<file path="config.mk">
export PLATFORM = sky130hd
export DESIGN_NAME = reorder_buffer
export DESIGN_NICKNAME = d
export VERILOG_FILES = /design/src/rtl/rob_pkg.sv /design/src/rtl/reorder_buffer.sv /design/src/rtl/rob_ctrl.sv /design/src/rtl/rob_datapath.sv
export SDC_FILE = /design/constraint.sdc
export NUM_CORES = 1
export LEC_CHECK = 0
export BUFFER_PORTS_ARGS = -buffer_cell sky130_fd_sc_hd__buf_2
export CAP_MARGIN = 10
export CORE_ASPECT_RATIO = 1.25
export CORE_MARGIN = 5
export CORE_UTILIZATION = 47
export CTS_CLUSTER_SIZE = 10
export DETAILED_ROUTE_END_ITERATION = 6
export GPL_TIMING_DRIVEN = 0
export HOLD_SLACK_MARGIN = 0.05
export PLACE_DENSITY_LB_ADDON = 0.25
export SYNTH_ARGS = -nofsm -noshare
export SYNTH_HDL_FRONTEND = slang
export SYNTH_SLANG_ARGS = --single-unit
export TNS_END_PERCENT = 100
</file>
<file path="constraint.sdc">
create_clock -name i_clk -period 7.8 [get_ports i_clk]
set_input_delay 1.56 -clock i_clk [delete_from_list [all_inputs] [get_ports i_clk]]
set_output_delay 1.56 -clock i_clk [all_outputs]
set_load 0.02 [all_outputs]
</file>
<file path="src/rtl/rob_pkg.sv">
package rob_pkg;

    // buffer geometry
    localparam int DEPTH  = 8;
    localparam int IDX_W  = $clog2(DEPTH);
    localparam int CNT_W  = $clog2(DEPTH + 1);
    localparam int SUM_W  = CNT_W + 1;
    localparam int TAGX_W = IDX_W + 3;

    // field widths fixed by the interface
    localparam int OP_W   = 3;
    localparam int TAG_W  = 3;
    localparam int DEST_W = 8;
    localparam int VAL_W  = 32;

    localparam logic [DEST_W-1:0] DEST_RESET = 8'hFF;

    typedef enum logic [OP_W-1:0] {
        OP_ISSUE   = 3'd0,
        OP_CAPTURE = 3'd1,
        OP_COMMIT  = 3'd2,
        OP_STEP    = 3'd3,
        OP_LOOKUP  = 3'd4
    } t_op;

    typedef enum logic [1:0] {
        ST_EMPTY    = 2'd0,
        ST_OCCUPIED = 2'd1,
        ST_RETIRED  = 2'd2
    } t_entry;

    typedef logic [IDX_W-1:0] t_idx;
    typedef logic [CNT_W-1:0] t_cnt;

    // controller to datapath
    typedef struct packed {
        logic accept;
        logic exec;
    } t_cmd;

    // datapath to controller
    typedef struct packed {
        logic out_busy;
    } t_status;

endpackage

</file>
<file path="src/rtl/reorder_buffer.sv">
// A request is captured on acceptance, together with a registered read of the
// entry memories; the result register is loaded when the request is executed.
// No new request is taken until the last one has been executed.
// Reset (synchronous, active low) clears head, occupancy, entry states and
// the per-entry written flags at once; no clearing pass is needed.
module reorder_buffer (
    input  logic                         i_clk,
    input  logic                         i_rst_n,
    input  logic                         i_in_valid,
    output logic                         o_in_stall,
    input  logic [rob_pkg::OP_W-1:0]     i_op,
    input  logic [rob_pkg::DEST_W-1:0]   i_dest_reg,
    input  logic [rob_pkg::TAG_W-1:0]    i_tag_in,
    input  logic signed [rob_pkg::VAL_W-1:0] i_result_in,
    input  logic                         i_exception_in,
    output logic                         o_out_valid,
    input  logic                         i_out_stall,
    output logic                         o_ok,
    output logic [rob_pkg::TAG_W-1:0]    o_tag_out,
    output logic signed [rob_pkg::VAL_W-1:0] o_value_out,
    output logic                         o_exception_out,
    output logic [rob_pkg::DEST_W-1:0]   o_dest_out,
    output logic                         o_full_res
);
    import rob_pkg::*;

    t_cmd    cmd;
    t_status status;

    // sequencer
    rob_ctrl u_ctrl (
        .i_clk      (i_clk),
        .i_rst_n    (i_rst_n),
        .i_in_valid (i_in_valid),
        .i_status   (status),
        .o_cmd      (cmd),
        .o_in_stall (o_in_stall)
    );

    // entry storage and result formation
    rob_datapath u_dp (
        .i_clk           (i_clk),
        .i_rst_n         (i_rst_n),
        .i_cmd           (cmd),
        .o_status        (status),
        .i_op            (i_op),
        .i_dest_reg      (i_dest_reg),
        .i_tag_in        (i_tag_in),
        .i_result_in     (i_result_in),
        .i_exception_in  (i_exception_in),
        .o_out_valid     (o_out_valid),
        .i_out_stall     (i_out_stall),
        .o_ok            (o_ok),
        .o_tag_out       (o_tag_out),
        .o_value_out     (o_value_out),
        .o_exception_out (o_exception_out),
        .o_dest_out      (o_dest_out),
        .o_full_res      (o_full_res)
    );

endmodule

</file>
<file path="src/rtl/rob_ctrl.sv">
module rob_ctrl (
    input  logic             i_clk,
    input  logic             i_rst_n,
    input  logic             i_in_valid,
    input  rob_pkg::t_status i_status,
    output rob_pkg::t_cmd    o_cmd,
    output logic             o_in_stall
);
    import rob_pkg::*;

    typedef enum logic [1:0] {
        S_IDLE = 2'b01,
        S_EXEC = 2'b10
    } t_state;

    t_state r_state;
    t_state n_state;

    // next state
    always_comb begin
        n_state = r_state;
        unique case (r_state)
            S_IDLE: begin
                if (i_in_valid) n_state = S_EXEC;
            end
            S_EXEC: begin
                if (!i_status.out_busy) n_state = S_IDLE;
            end
            default: n_state = S_IDLE;
        endcase
    end

    always_ff @(posedge i_clk) begin
        if (!i_rst_n) begin
            r_state <= S_IDLE;
        end else begin
            r_state <= n_state;
        end
    end

    // commands: take a request when idle, finish it once the result register is free
    assign o_cmd.accept = (r_state == S_IDLE) && i_in_valid;
    assign o_cmd.exec   = (r_state == S_EXEC) && !i_status.out_busy;
    assign o_in_stall   = (r_state != S_IDLE);

endmodule

</file>
<file path="src/rtl/rob_datapath.sv">
module rob_datapath (
    input  logic                         i_clk,
    input  logic                         i_rst_n,
    input  rob_pkg::t_cmd                i_cmd,
    output rob_pkg::t_status             o_status,
    input  logic [rob_pkg::OP_W-1:0]     i_op,
    input  logic [rob_pkg::DEST_W-1:0]   i_dest_reg,
    input  logic [rob_pkg::TAG_W-1:0]    i_tag_in,
    input  logic signed [rob_pkg::VAL_W-1:0] i_result_in,
    input  logic                         i_exception_in,
    output logic                         o_out_valid,
    input  logic                         i_out_stall,
    output logic                         o_ok,
    output logic [rob_pkg::TAG_W-1:0]    o_tag_out,
    output logic signed [rob_pkg::VAL_W-1:0] o_value_out,
    output logic                         o_exception_out,
    output logic [rob_pkg::DEST_W-1:0]   o_dest_out,
    output logic                         o_full_res
);
    import rob_pkg::*;

    // entry memories: {exception, value} and destination
    logic [VAL_W:0]    m_val  [DEPTH];
    logic [DEST_W-1:0] m_dest [DEPTH];

    // per-entry control flops
    t_entry            r_state [DEPTH];
    logic [DEPTH-1:0]  r_done;
    logic [DEPTH-1:0]  r_val_vld;
    logic [DEPTH-1:0]  r_dest_vld;
    t_idx              r_head;
    t_cnt              r_count;
    t_idx              n_head;
    t_cnt              n_count;

    // captured request
    t_op               r_op;
    logic [DEST_W-1:0] r_dest;
    t_idx              r_tag_idx;
    logic              r_tag_ok;
    logic [VAL_W-1:0]  r_res;
    logic              r_exc;

    // registered entry read
    logic [VAL_W:0]    r_rd_val;
    logic [DEST_W-1:0] r_rd_dest;
    logic              r_rd_vvld;
    logic              r_rd_dvld;
    logic              r_rd_done;
    t_entry            r_rd_state;

    // result register
    logic              r_out_valid;
    logic              r_ok;
    logic [TAG_W-1:0]  r_tag_out;
    logic [VAL_W-1:0]  r_value_out;
    logic              r_exc_out;
    logic [DEST_W-1:0] r_dest_out;
    logic              r_full;

    logic [TAGX_W-1:0] tag_x;
    logic              tag_ok;
    t_idx              tag_idx;
    t_idx              rd_idx;
    logic [SUM_W-1:0]  tail_sum;
    t_idx              tail;
    logic [VAL_W:0]    eff_val;
    logic [DEST_W-1:0] eff_dest;

    logic              val_we;
    t_idx              val_addr;
    logic [VAL_W:0]    val_wdata;
    logic              dest_we;
    logic              st_we;
    t_idx              st_addr;
    t_entry            st_wdata;
    logic              done_we;
    t_idx              done_addr;
    logic              done_wdata;

    logic              res_ok;
    logic [TAG_W-1:0]  res_tag;
    logic [VAL_W-1:0]  res_val;
    logic              res_exc;
    logic [DEST_W-1:0] res_dest;

    // tag decode; commit and step work on the head entry
    assign tag_x   = TAGX_W'(i_tag_in);
    assign tag_ok  = (tag_x < TAGX_W'(DEPTH));
    assign tag_idx = tag_x[IDX_W-1:0];
    assign rd_idx  = ((t_op'(i_op) == OP_COMMIT) || (t_op'(i_op) == OP_STEP)) ?
                     r_head : tag_idx;

    // request capture and entry read on accept
    always_ff @(posedge i_clk) begin
        if (i_cmd.accept) begin
            r_op       <= t_op'(i_op);
            r_dest     <= i_dest_reg;
            r_tag_idx  <= tag_idx;
            r_tag_ok   <= tag_ok;
            r_res      <= i_result_in;
            r_exc      <= i_exception_in;
            r_rd_val   <= m_val[rd_idx];
            r_rd_dest  <= m_dest[rd_idx];
            r_rd_vvld  <= r_val_vld[rd_idx];
            r_rd_dvld  <= r_dest_vld[rd_idx];
            r_rd_done  <= r_done[rd_idx];
            r_rd_state <= r_state[rd_idx];
        end
    end

    // tail = (head + count) mod DEPTH
    always_comb begin
        tail_sum = SUM_W'(r_head) + SUM_W'(r_count);
        if (tail_sum >= SUM_W'(DEPTH)) tail_sum = tail_sum - SUM_W'(DEPTH);
        tail = tail_sum[IDX_W-1:0];
    end

    // entries never written read as their reset values
    assign eff_val  = r_rd_vvld ? r_rd_val : '0;
    assign eff_dest = r_rd_dvld ? r_rd_dest : DEST_RESET;

    // operation decode
    always_comb begin
        n_head     = r_head;
        n_count    = r_count;
        val_we     = 1'b0;
        val_addr   = tail;
        val_wdata  = '0;
        dest_we    = 1'b0;
        st_we      = 1'b0;
        st_addr    = r_head;
        st_wdata   = ST_EMPTY;
        done_we    = 1'b0;
        done_addr  = tail;
        done_wdata = 1'b0;
        res_ok     = 1'b0;
        res_tag    = '0;
        res_val    = '0;
        res_exc    = 1'b0;
        res_dest   = '0;
        unique case (r_op)
            OP_ISSUE: begin
                if (r_count < CNT_W'(DEPTH)) begin
                    val_we   = 1'b1;
                    dest_we  = 1'b1;
                    st_we    = 1'b1;
                    st_addr  = tail;
                    st_wdata = ST_OCCUPIED;
                    done_we  = 1'b1;
                    n_count  = r_count + 1'b1;
                    res_ok   = 1'b1;
                    res_tag  = TAG_W'(TAGX_W'(tail));
                end
            end
            OP_CAPTURE: begin
                if (r_tag_ok) begin
                    val_we     = 1'b1;
                    val_addr   = r_tag_idx;
                    val_wdata  = {r_exc, r_res};
                    done_we    = 1'b1;
                    done_addr  = r_tag_idx;
                    done_wdata = 1'b1;
                end
            end
            OP_COMMIT: begin
                if ((r_count != '0) && (r_rd_state != ST_EMPTY) && r_rd_done) begin
                    res_ok   = 1'b1;
                    res_tag  = TAG_W'(TAGX_W'(r_head));
                    res_val  = eff_val[VAL_W-1:0];
                    res_exc  = eff_val[VAL_W];
                    res_dest = eff_dest;
                    st_we    = 1'b1;
                    st_wdata = ST_RETIRED;
                end
            end
            OP_STEP: begin
                if (r_rd_state == ST_RETIRED) begin
                    st_we  = 1'b1;
                    n_head = (r_head == t_idx'(DEPTH - 1)) ? '0 : r_head + 1'b1;
                    if (r_count != '0) n_count = r_count - 1'b1;
                    res_ok = 1'b1;
                end
            end
            OP_LOOKUP: begin
                if (r_tag_ok) begin
                    res_ok  = r_rd_done;
                    res_val = eff_val[VAL_W-1:0];
                end
            end
            default: begin
            end
        endcase
    end

    // memory writes
    always_ff @(posedge i_clk) begin
        if (i_cmd.exec && val_we) m_val[val_addr] <= val_wdata;
        if (i_cmd.exec && dest_we) m_dest[tail] <= r_dest;
    end

    // control state
    always_ff @(posedge i_clk) begin
        if (!i_rst_n) begin
            for (int i = 0; i < DEPTH; i++) r_state[i] <= ST_EMPTY;
            r_done     <= '0;
            r_val_vld  <= '0;
            r_dest_vld <= '0;
            r_head     <= '0;
            r_count    <= '0;
        end else if (i_cmd.exec) begin
            if (st_we) r_state[st_addr] <= st_wdata;
            if (done_we) r_done[done_addr] <= done_wdata;
            if (val_we) r_val_vld[val_addr] <= 1'b1;
            if (dest_we) r_dest_vld[tail] <= 1'b1;
            r_head  <= n_head;
            r_count <= n_count;
        end
    end

    // result register
    always_ff @(posedge i_clk) begin
        if (!i_rst_n) begin
            r_out_valid <= 1'b0;
        end else if (i_cmd.exec) begin
            r_out_valid <= 1'b1;
        end else if (!i_out_stall) begin
            r_out_valid <= 1'b0;
        end
    end

    always_ff @(posedge i_clk) begin
        if (i_cmd.exec) begin
            r_ok        <= res_ok;
            r_tag_out   <= res_tag;
            r_value_out <= res_val;
            r_exc_out   <= res_exc;
            r_dest_out  <= res_dest;
            r_full      <= (n_count == CNT_W'(DEPTH));
        end
    end

    assign o_status.out_busy = r_out_valid && i_out_stall;
    assign o_out_valid       = r_out_valid;
    assign o_ok              = r_ok;
    assign o_tag_out         = r_tag_out;
    assign o_value_out       = r_value_out;
    assign o_exception_out   = r_exc_out;
    assign o_dest_out        = r_dest_out;
    assign o_full_res        = r_full;

endmodule

</file>
# Yosys cells after proc, flatten, opt, wreduce, memory -nomap -nowiden
# Memory sizes are Yosys's and may differ from the RTL's. A register that Yosys moved wholly into a read port is not among the register bits.
# Index checks and enable logic that the tools add are counted.
[op_classes]
addsub = 5
n_lt_le_gt_ge = 8
eq_ne = 15
muxes = 62
bitwise_logic = 2
reduce_logical = 21
[op_table]
columns = ["op", "n"]
rows = [
  ["32-bit 2-to-1 mux", 3],
  ["33-bit 2-to-1 mux", 2],
  ["32-bit one-hot mux with 2 select lines", 1],
  ["3-bit 2-to-1 mux", 10],
  ["1-bit 2-to-1 mux", 25],
  ["3-bit by 4-bit less-than comparator with 1-bit output, second input constant", 4],
  ["8-bit bitwise OR", 2],
  ["3-bit by 2-bit == test with 1-bit output, second input constant", 4],
  ["4-bit 2-to-1 mux", 3],
  ["1-bit binary-select mux with 3-bit select", 3],
  ["1-bit logical AND", 9],
  ["8-bit bitwise mux", 1],
  ["2-bit 2-to-1 mux", 4],
  ["8-bit 2-to-1 mux", 1],
  ["2-bit one-hot mux with 2 select lines", 2],
  ["4-bit one-hot mux with 2 select lines", 1],
  ["2-bit AND reduction", 4],
  ["1-bit demux with 3-bit select", 2],
  ["3-bit == test, second input constant", 2],
  ["3-bit by 1-bit greater-or-equal comparator with 1-bit output, second input constant", 2],
  ["3-bit one-hot mux with 2 select lines", 1],
  ["3-bit AND reduction", 2],
  ["3-bit by 4-bit adder with 5-bit output", 1],
  ["5-bit by 4-bit greater-or-equal comparator with 1-bit output, second input constant", 1],
  ["other kinds (20)", 23],
]
[totals]
regBits = 131
ram_bits = 344
inputBits = 51
out_inout_bits = 48
word_cells = 138
memories = 3
[mem_list]
columns = ["memory", "words", "width", "read_ports", "rd_clocked_by_memory_dff", "write_ports", "line_no", "rtl"]
rows = [
  ["u_dp.m_val", 8, 33, 1, 1, 1, "rob_datapath.sv:23", "logic [VAL_W:0] m_val [DEPTH];"],
  ["u_dp.m_dest", 8, 8, 1, 1, 1, "rob_datapath.sv:24", "logic [DEST_W-1:0] m_dest [DEPTH];"],
  ["u_dp.r_state", 8, 2, 1, 1, 8, "rob_datapath.sv:27", "t_entry r_state [DEPTH];"],
]

# Longest topological paths before layout
# Gate-level depths: netlist of run 1.
[depth]
ltp_word = 11
ltp_mapped = 7
mapped_depth_nobuf = 7

# By module
# Synthesis of run 1 repeated with hierarchy kept, for this count alone.
[unflattened]
hier_cells = 1087
hier_area_um2 = 19869.1
[modules_own_cells]
columns = ["mod", "instances", "cells_each", "area_each_um2", "seq_area_each_um2"]
rows = [
  ["rob_datapath", 1, 1079, 19785.2, 15144.5],
  ["rob_ctrl", 1, 8, 83.8, 40.0],
]

# Worst setup path before layout of run 1
# Ideal clock, no wire load.
[synth_path]
kind = "input to register"
startpoint = "in i_in_valid"
endpoint = "reg u_dp.r_dest[0], enable pin"
setup_time_ns = 0.547
t_arrival_ns = 5.470
t_required_ns = 7.253
setup_slack_ns = 1.783
path_stages = 2
n_path_buf = 0
cell_sequence = "inv_1 -> nor2_1"
[synth_rtl]
columns = ["element", "line_no", "rtl"]
rows = [
  ["start: declaration", "reorder_buffer.sv:9", "input logic i_in_valid,"],
  ["end signal: assignment", "rob_datapath.sv:98", "r_dest <= i_dest_reg;"],
  ["end: declaration", "rob_datapath.sv:38", "logic [DEST_W-1:0] r_dest;"],
]

# Final worst setup path of run 1
[layout_path]
startpoint = "in i_op[2] (netlist name)"
endpoint = "reg u_dp.r_rd_state[0] (read register of u_dp.r_state), data pin"
[layout_via]
elab_chain_len = 3
elab_cells_between_ends = 4
cone_classes = "eq/ne: 2; mux: 1; reduce/logical: 1"
[layout_rtl]
columns = ["element", "line_no", "rtl"]
rows = [
  ["start: declaration", "reorder_buffer.sv:11", "input logic [rob_pkg::OP_W-1:0] i_op,"],
  ["3-bit by 2-bit == test with 1-bit output", "rob_datapath.sv:91", "assign rd_idx = ((t_op'(i_op) == OP_COMMIT) || (t_op'(i_op) == OP_STEP)) ?"],
  ["1-bit logical OR *", "rob_datapath.sv:91", ""],
  ["3-bit 2-to-1 mux *", "rob_datapath.sv:91", ""],
  ["end: declaration", "rob_datapath.sv:50", "t_entry r_rd_state;"],
]
# Mark *: on every way between the ends. The rest lies on a longest branch, timed or not.
# A chain may end at the register's enable or synchronous reset.

==> run_results.csv, run 1 <==
group,metric,value,unit
run_status,status,"completed",
run,cap_violations,0,
global_route,first_global_vias,10172,
die,core,41900,µm²
routing,ant_nets,0,
critical_path,path_depth,7,
routing,drc_errors,0,
power,peakVddDrop,0.000163,V
power,p_per_area,250,nW/µm²
power,switching_power,1.15,mW
yosys,syn_avg_cell_area,19.8,µm²
clock_network,hold_buffers,0,
power,pwr-share-seq,0.537,
yosys,synth_top_family_by_area,"multiplexers",
routing,drt-pass1-iter-count,5,
yosys,syn-cell-area,19800,µm²
yosys,synth.distinct_cells,55,
global_route,grt.overflow.total,0,
critical_path,cp.arrival,3.71,ns
global_route,grt_pass1_wl,61.7,mm
worst_hold_path,whs_path_depth,1,
critical_path,critical_path_class,"input pin to flop",
critical_path,cp-start-kind,"input pin",
yosys,syn_nets,1061,
clock_network,cts_setup_buffers,0,
critical_path,worstPathCellList,"buf_2, nand2b_4, mux2i_1, buf_2, clkbuf_1, mux4_2, mux2_2",
critical_path,cp_common_cell,"buf_2",
critical_path,r2r_cells,7,
final_layout,syn_to_final_growth,16.0,%
global_route,grt_max_degree,38,
die,start_util,0.473,
placed_design,io_buffers,97,
yosys,synth_top_cell_by_area,"edfxtp_1",
timing,drv_slew,0,
yosys,ys_seq_elements,517,
yosys,synthTopCellsByArea,"edfxtp_1, mux4_2, dfxtp_1",
routing,drt-total-wl,40.8,mm
yosys,synth-main-ff-cell,"edfxtp_1",
final_layout,fin_nets,1230,
placed_design,post-dp-hpwl,25.3,mm
placed_design,gp_congestion,0.818,
global_route,grt_antenna_before_repair,0,
final_layout,antenna_cells,0,
timing,post-route-period-util,0.435,
critical_path,max_stage_delay,0.65,ns
critical_path,slowest_stage,"clkbuf_1",
final_layout,final_util,0.549,
routing,viasPerCell,5.51,
yosys,synth_cells,1004,
timing,clock-skew-final,0.0146,ns
yosys,synth-seq-area-share,0.766,
clock_network,cts_max_level,2,
final_layout,final_common_cell,"edfxtp_1",
placed_design,dp_cells,1672,
yosys,synth_fa_ha_area_frac,0.00416,
timing,clock.fmax,295,MHz
yosys,synthXorXnorAreaFrac,0.00246,
clock_network,cts.reportedPaths.clkPinSlew,0.06,ns
timing,setup_viol,0,
critical_path,critPathBufInv,3,
routing,drtIter0Drc,758,
final_layout,fin_cells,1769,
clock_network,cts_tree,"yes",
die,num_rows,84,
yosys,synth-compound-area-share,0.0273,
critical_path,cpLargestDelayFamily,"buffers and inverters",
timing,final.min_clock_period,3.39,ns
worst_hold_path,hp-class,"flop to flop",
power,p_int,4.60,mW
clock_network,cts_root_buffer,"clkbuf_16",
clock_network,clock-sinks,517,
power,switching_share,0.200,
yosys,synthArstFlopShare,0,
global_route,grt_usage,0.174,
die,ios,99,
die,die_h,240,µm
final_layout,mostFrequentLayoutCells,"edfxtp_1, buf_2, mux4_2",
clock_network,numCtsBuffers,58,
yosys,yosys_warnings,0,
power,leakage,8.10,nW
clock_network,clockBufferDepth,3,
timing,rsz0062_at_grt,"false",
power,p_comb_frac,0.042,
routing,wl_per_cell,23.1,µm
yosys,synth_top_area_frac,0.731,
timing,worst_pin_slew,1.02,ns
die,dieArea,46400,µm²
clock_network,cts_resized,0,
routing,via_count,9742,
final_layout,drive_gt1_frac,0.294,
yosys,synth_mux_area_frac,0.134,
final_layout,fill_cells,3208,
critical_path,critical_path_required,8.12,ns
clock_network,clkLatencyLatePin,0.58,ns
die,die_x,194,µm
timing,hold_viol,0,
yosys,synth-edff-count,483,
critical_path,end_kind,"flop",
power,clock_power_share,0.420,
timing,maxSlewHeadroom,0.304,
yosys,yosys.area_share.simple,0.0496,
critical_path,path_max_fanout,10,
per-stage QoR:
stage	setup WS (ns)	power, mW	hold WS [ns]	instance area (µm²)	TNS [ns]
2_1_floorplan	1.78	3.30	0.420	19800	0
3_3_place_gp	-1.04	3.39	0.441	21000	-97.40
3_5_place_dp	3.84	3.40	0.449	21300	0
4_1_cts	4.43	5.81	0.462	23000	0
5_1_grt	4.28	5.95	0.469	23000	0
6_report	4.41	5.75	0.464	23000	0
cell usage after synthesis, types with 4 or more instances:
library cell,instances
nor2_1,55
edfxtp_1,483
o311ai_0,4
mux2_2,47
inv_1,17
nor3_1,12
a31oi_1,6
a21oi_1,17
mux2i_1,5
buf_2,19
o21ai_0,22
mux4_2,92
and2_1,67
o31ai_1,4
nand2_1,16
clkbuf_1,20
o21a_1,17
nand2b_1,8
ha_1,5
buf_6,8
dfxtp_1,34
nand3_1,5
state kept, by name, indices dropped and copies added (netlist names), 2 cells and up:
register,cells
u_dp.r_state,16
u_ctrl.r_state,2
u_dp.o_value_out,32
u_dp.r_rd_state,2
u_dp.r_dest_vld,8
u_dp.r_val_vld,8
u_dp.r_rd_val,33
u_dp.r_head,3
u_dp.r_count,4
u_dp.r_done,8
u_dp.r_op,3
u_dp.o_tag_out,3
u_dp.r_tag_idx,3
u_dp.r_dest,8
u_dp.m_val,264
u_dp.r_rd_dest,8
u_dp.m_dest,64
u_dp.o_dest_out,8
u_dp.r_res,32
final cells by class:
| type | count | area, µm² | share of cell area |
|---|---|---|---|
| Buffer | 49 | 272 | 0.0118 |
| Clock buffer | 93 | 1610 | 0.0702 |
| Clock inverter | 4 | 47.5 | 0.00207 |
| Inverter | 18 | 68.8 | 0.00299 |
| Multi-Input combinational cell | 420 | 4380 | 0.190 |
| Sequential cell | 517 | 15200 | 0.660 |
| Tap cell | 559 | 699 | 0.0304 |
| Timing Repair Buffer | 109 | 741 | 0.0322 |
logic make-up after synthesis:
| kind of cell | Yosys count |
|---|---|
| adder cells (fa/ha/maj) | 6 |
| buffers and inverters | 67 |
| multiplexers | 144 |
| AND/OR/NAND/NOR | 182 |
| AO/OA/AOI/OAI | 84 |
| XOR/XNOR | 4 |
| flip-flops | 517 |
worst register-to-register path: cells and delay by family (launching register included):
| kind | cells | cell delay, ns |
|---|---|---|
| adder cells (fa/ha/maj) | 1 | 0.26 |
| flip-flops | 1 | 0.45 |
| AO/OA/AOI/OAI | 2 | 1.11 |
| buffers and inverters | 2 | 0.66 |
| AND/OR/NAND/NOR | 2 | 0.56 |
power groups by stage:
| stage | sequential, mW | combinational [mW] | clock, mW |
|---|---|---|---|
| CTS | 3.09 | 0.249 | 2.47 |
| global route | 3.09 | 0.263 | 2.59 |
| floorplan | 3.15 | 0.158 | 0 |
| detailed placement | 3.15 | 0.248 | 0 |
| global placement | 3.16 | 0.234 | 0 |
| finish | 3.09 | 0.244 | 2.42 |
final timing paths:
check                     start                   to  slack (ns)
max                     i_op[2]   u_dp.r_rd_state[0]        4.41
min          u_dp.r_dest_vld[0]   u_dp.r_dest_vld[0]        0.46
max reg2reg     u_dp.r_count[0]  u_dp.o_value_out[0]        4.60
min reg2reg  u_dp.r_dest_vld[0]   u_dp.r_dest_vld[0]        0.46
metal layers:
metal,vias to the layer above,share of wire,wire (µm),GRT usage
met5,-,0,0,0
met4,0,0.020,828,0.0464
met3,61,0.037,1520,0.0252
met2,246,0.52,21400,0.307
met1,5093,0.42,17100,0.231
li1,4342,-,-,-
(Power assumes the default switching activity.)
==> inputs of run 2 (changes only) <==
==> constraint.sdc (replaced) <==
create_clock -name i_clk -period 3.2 [get_ports i_clk]
set_input_delay 0.64 -clock i_clk [delete_from_list [all_inputs] [get_ports i_clk]]
set_output_delay 0.64 -clock i_clk [all_outputs]
set_load 0.02 [all_outputs]
==> run_results.csv, run 2 (same netlist as run 1, synthesis figures left out) <==
group,metric,value,unit
critical_path,critical_path_class,"flop to flop",
die,core,41900,µm²
global_route,grt_usage,0.174,
worst_hold_path,hp-start,"i_dest_reg[6]",
routing,wl_met2,21.1,mm
die,start_util,0.473,
critical_path,worstPathCellList,"inv_1, ha_1, or3b_1, o211ai_1, a21boi_2, clkbuf_1, and2_1",
die,die_x,194,µm
timing,rsz0062_at_grt,"false",
final_layout,final_util,0.551,
critical_path,cp-startpoint,"u_dp.r_count[1]",
power,pwr-share-seq,0.535,
critical_path,end_kind,"flop",
clock_network,cts_root_buffer,"clkbuf_16",
critical_path,r2r_cells,7,
final_layout,regMostFlops,"u_dp.m_val",
clock_network,cts_max_level,2,
critical_path,path_max_fanout,10,
routing,top_layer_used,"met4",
routing,wl_met1,16.6,mm
timing,drv_slew,0,
worst_hold_path,hp-class,"input pin to flop",
critical_path,worstReg2RegStart,"u_dp.r_count[1]",
global_route,grt_antenna_before_repair,0,
die,dieArea,46400,µm²
routing,via_count,9652,
critical_path,worstReg2RegEnd,"u_dp.o_value_out[0]",
final_layout,final_common_cell,"edfxtp_1",
placed_design,post-dp-hpwl,25.2,mm
clock_network,numCtsBuffers,58,
die,die_h,240,µm
routing,ant_nets,0,
power,clock_power_share,0.423,
global_route,grt_max_degree,33,
placed_design,place_worst_setup_slack,-0.0319,ns
final_layout,largestRegisters,"u_dp.m_val: 264 flops, u_dp.m_dest: 64 flops, u_dp.r_rd_val: 33 flops",
critical_path,max_stage_delay,0.61,ns
routing,drt-pass1-iter-count,5,
clock_network,clkLatencyLatePin,0.58,ns
routing,wl_per_cell,22.7,µm
critical_path,slowest_stage,"a21boi_2",
global_route,first_global_vias,10163,
routing,drc_errors,0,
final_layout,antenna_cells,0,
routing,drt-total-wl,40.2,mm
power,p_per_area,610,nW/µm²
timing,maxSlewHeadroom,0.297,
timing,fin_ws,0.199,ns
timing,hold_viol,0,
die,ios,99,
power,p_comb_frac,0.042,
timing,post-route-period-util,0.938,
placed_design,io_buffers,97,
timing,final.min_clock_period,3.00,ns
critical_path,critical_path_required,3.61,ns
timing,setup_viol,0,
critical_path,cpLargestDelayFamily,"compound AO/OA/AOI/OAI gates",
die,num_rows,84,
clock_network,clockBufferDepth,3,
final_layout,drive_gt1_frac,0.296,
power,power.total,14.1,mW
critical_path,cp-start-kind,"flop",
final_layout,fin_nets,1233,
clock_network,clock-sinks,517,
power,switching_share,0.199,
power,leakage,8.13,nW
run,cap_violations,0,
power,peakVddDrop,0.000387,V
placed_design,gp_congestion,0.820,
final_layout,largest_reg_flops,264,
timing,clock-skew-final,0.0184,ns
global_route,grt_pass1_wl,61.5,mm
final_layout,syn_to_final_growth,16.4,%
critical_path,cp.arrival,3.41,ns
clock_network,hold_buffers,0,
final_layout,fin_cells,1772,
placed_design,dp_cells,1673,
worst_hold_path,whs_path_depth,1,
power,switching_power,2.81,mW
timing,worst_pin_slew,1.05,ns
clock_network,cts_tree,"yes",
critical_path,r2r_slack,0.20,ns
critical_path,critPathBufInv,2,
worst_hold_path,min_to,"u_dp.r_dest[6]",
run_status,status,"completed",
routing,viasPerCell,5.45,
routing,wl_met3,1.58,mm
timing,clock.fmax,333,MHz
global_route,grt.overflow.total,0,
clock_network,cts.reportedPaths.clkPinSlew,0.06,ns
power,p_int,11.3,mW
final_layout,mostFrequentLayoutCells,"edfxtp_1, buf_2, mux4_2",
routing,drtIter0Drc,685,
## run 2: cell count changes in the layout (fill, tap and decap cells not counted)
cell / before / now
buf_12: 10 / 11
bufinv_16: 1 / 2
clkbuf_1: 53 / 54
a21boi_2: 0 / 1
buf_16: 2 / 3
buf_8: 0 / 1
clkbuf_8: 1 / 0
clkinv_2: 2 / 1
a21boi_1: 1 / 0
## run 2: repair_timing
action	CTS	global route
resized for setup	1	0
endpoints found under the hold margin	0	0
endpoints found under the setup margin	3	37
buffers inserted	0	2
pin swaps	0	2
## run 2: layout make-up
| cell class | instances | area (µm²) |
|---|---|---|
| timing repair buffer | 112 | 803 |
| tap | 559 | 699 |
| fill | 3234 | 18800 |
| inverter | 18 | 68.8 |
| multi-input combinational | 420 | 4380 |
| buffer | 49 | 272 |
| clock buffer | 93 | 1600 |
| clock inverter | 4 | 72.6 |
| sequential | 517 | 15200 |
## run 2: metal layers
layer	GRT usage	vias to the layer above
li1	-	4333
met1	0.225	5024
met2	0.309	219
met3	0.0259	76
met4	0.0494	0
met5	0	-
## run 2: worst max-delay path by stage
stage / cells after the start / slack [ns] / endpoint
global placement: 6 / -2.07 / u_dp.m_val[6][22]
finish: 7 / 0.20 / u_dp.o_value_out[0]
floorplan: 6 / -0.36 / u_dp.m_val[6][0]
detailed placement: 7 / -0.03 / u_dp.o_value_out[0]
CTS: 7 / 0.09 / u_dp.m_val[3][6]
global route: 7 / 0.13 / u_dp.o_value_out[0]
## run 2: power groups by stage
stage          clock network (mW)  logic, mW  registers (mW)
6_report                     5.97      0.591            7.54
5_1_grt                      6.40      0.644            7.54
4_1_cts                      6.10      0.607            7.54
3_5_place_dp                    0      0.606            7.67
3_3_place_gp                    0      0.572            7.68
2_1_floorplan                   0      0.388            7.66
## run 2: metrics by stage
step           hold slack, ns  TNS (ns)  cell area, µm²
3_3_place_gp            0.441   -376.93           21000
3_5_place_dp            0.452   -0.0491           21400
4_1_cts                 0.205         0           23000
5_1_grt                 0.210         0           23100
6_report                0.242         0           23100
2_1_floorplan           0.420    -23.87           19900
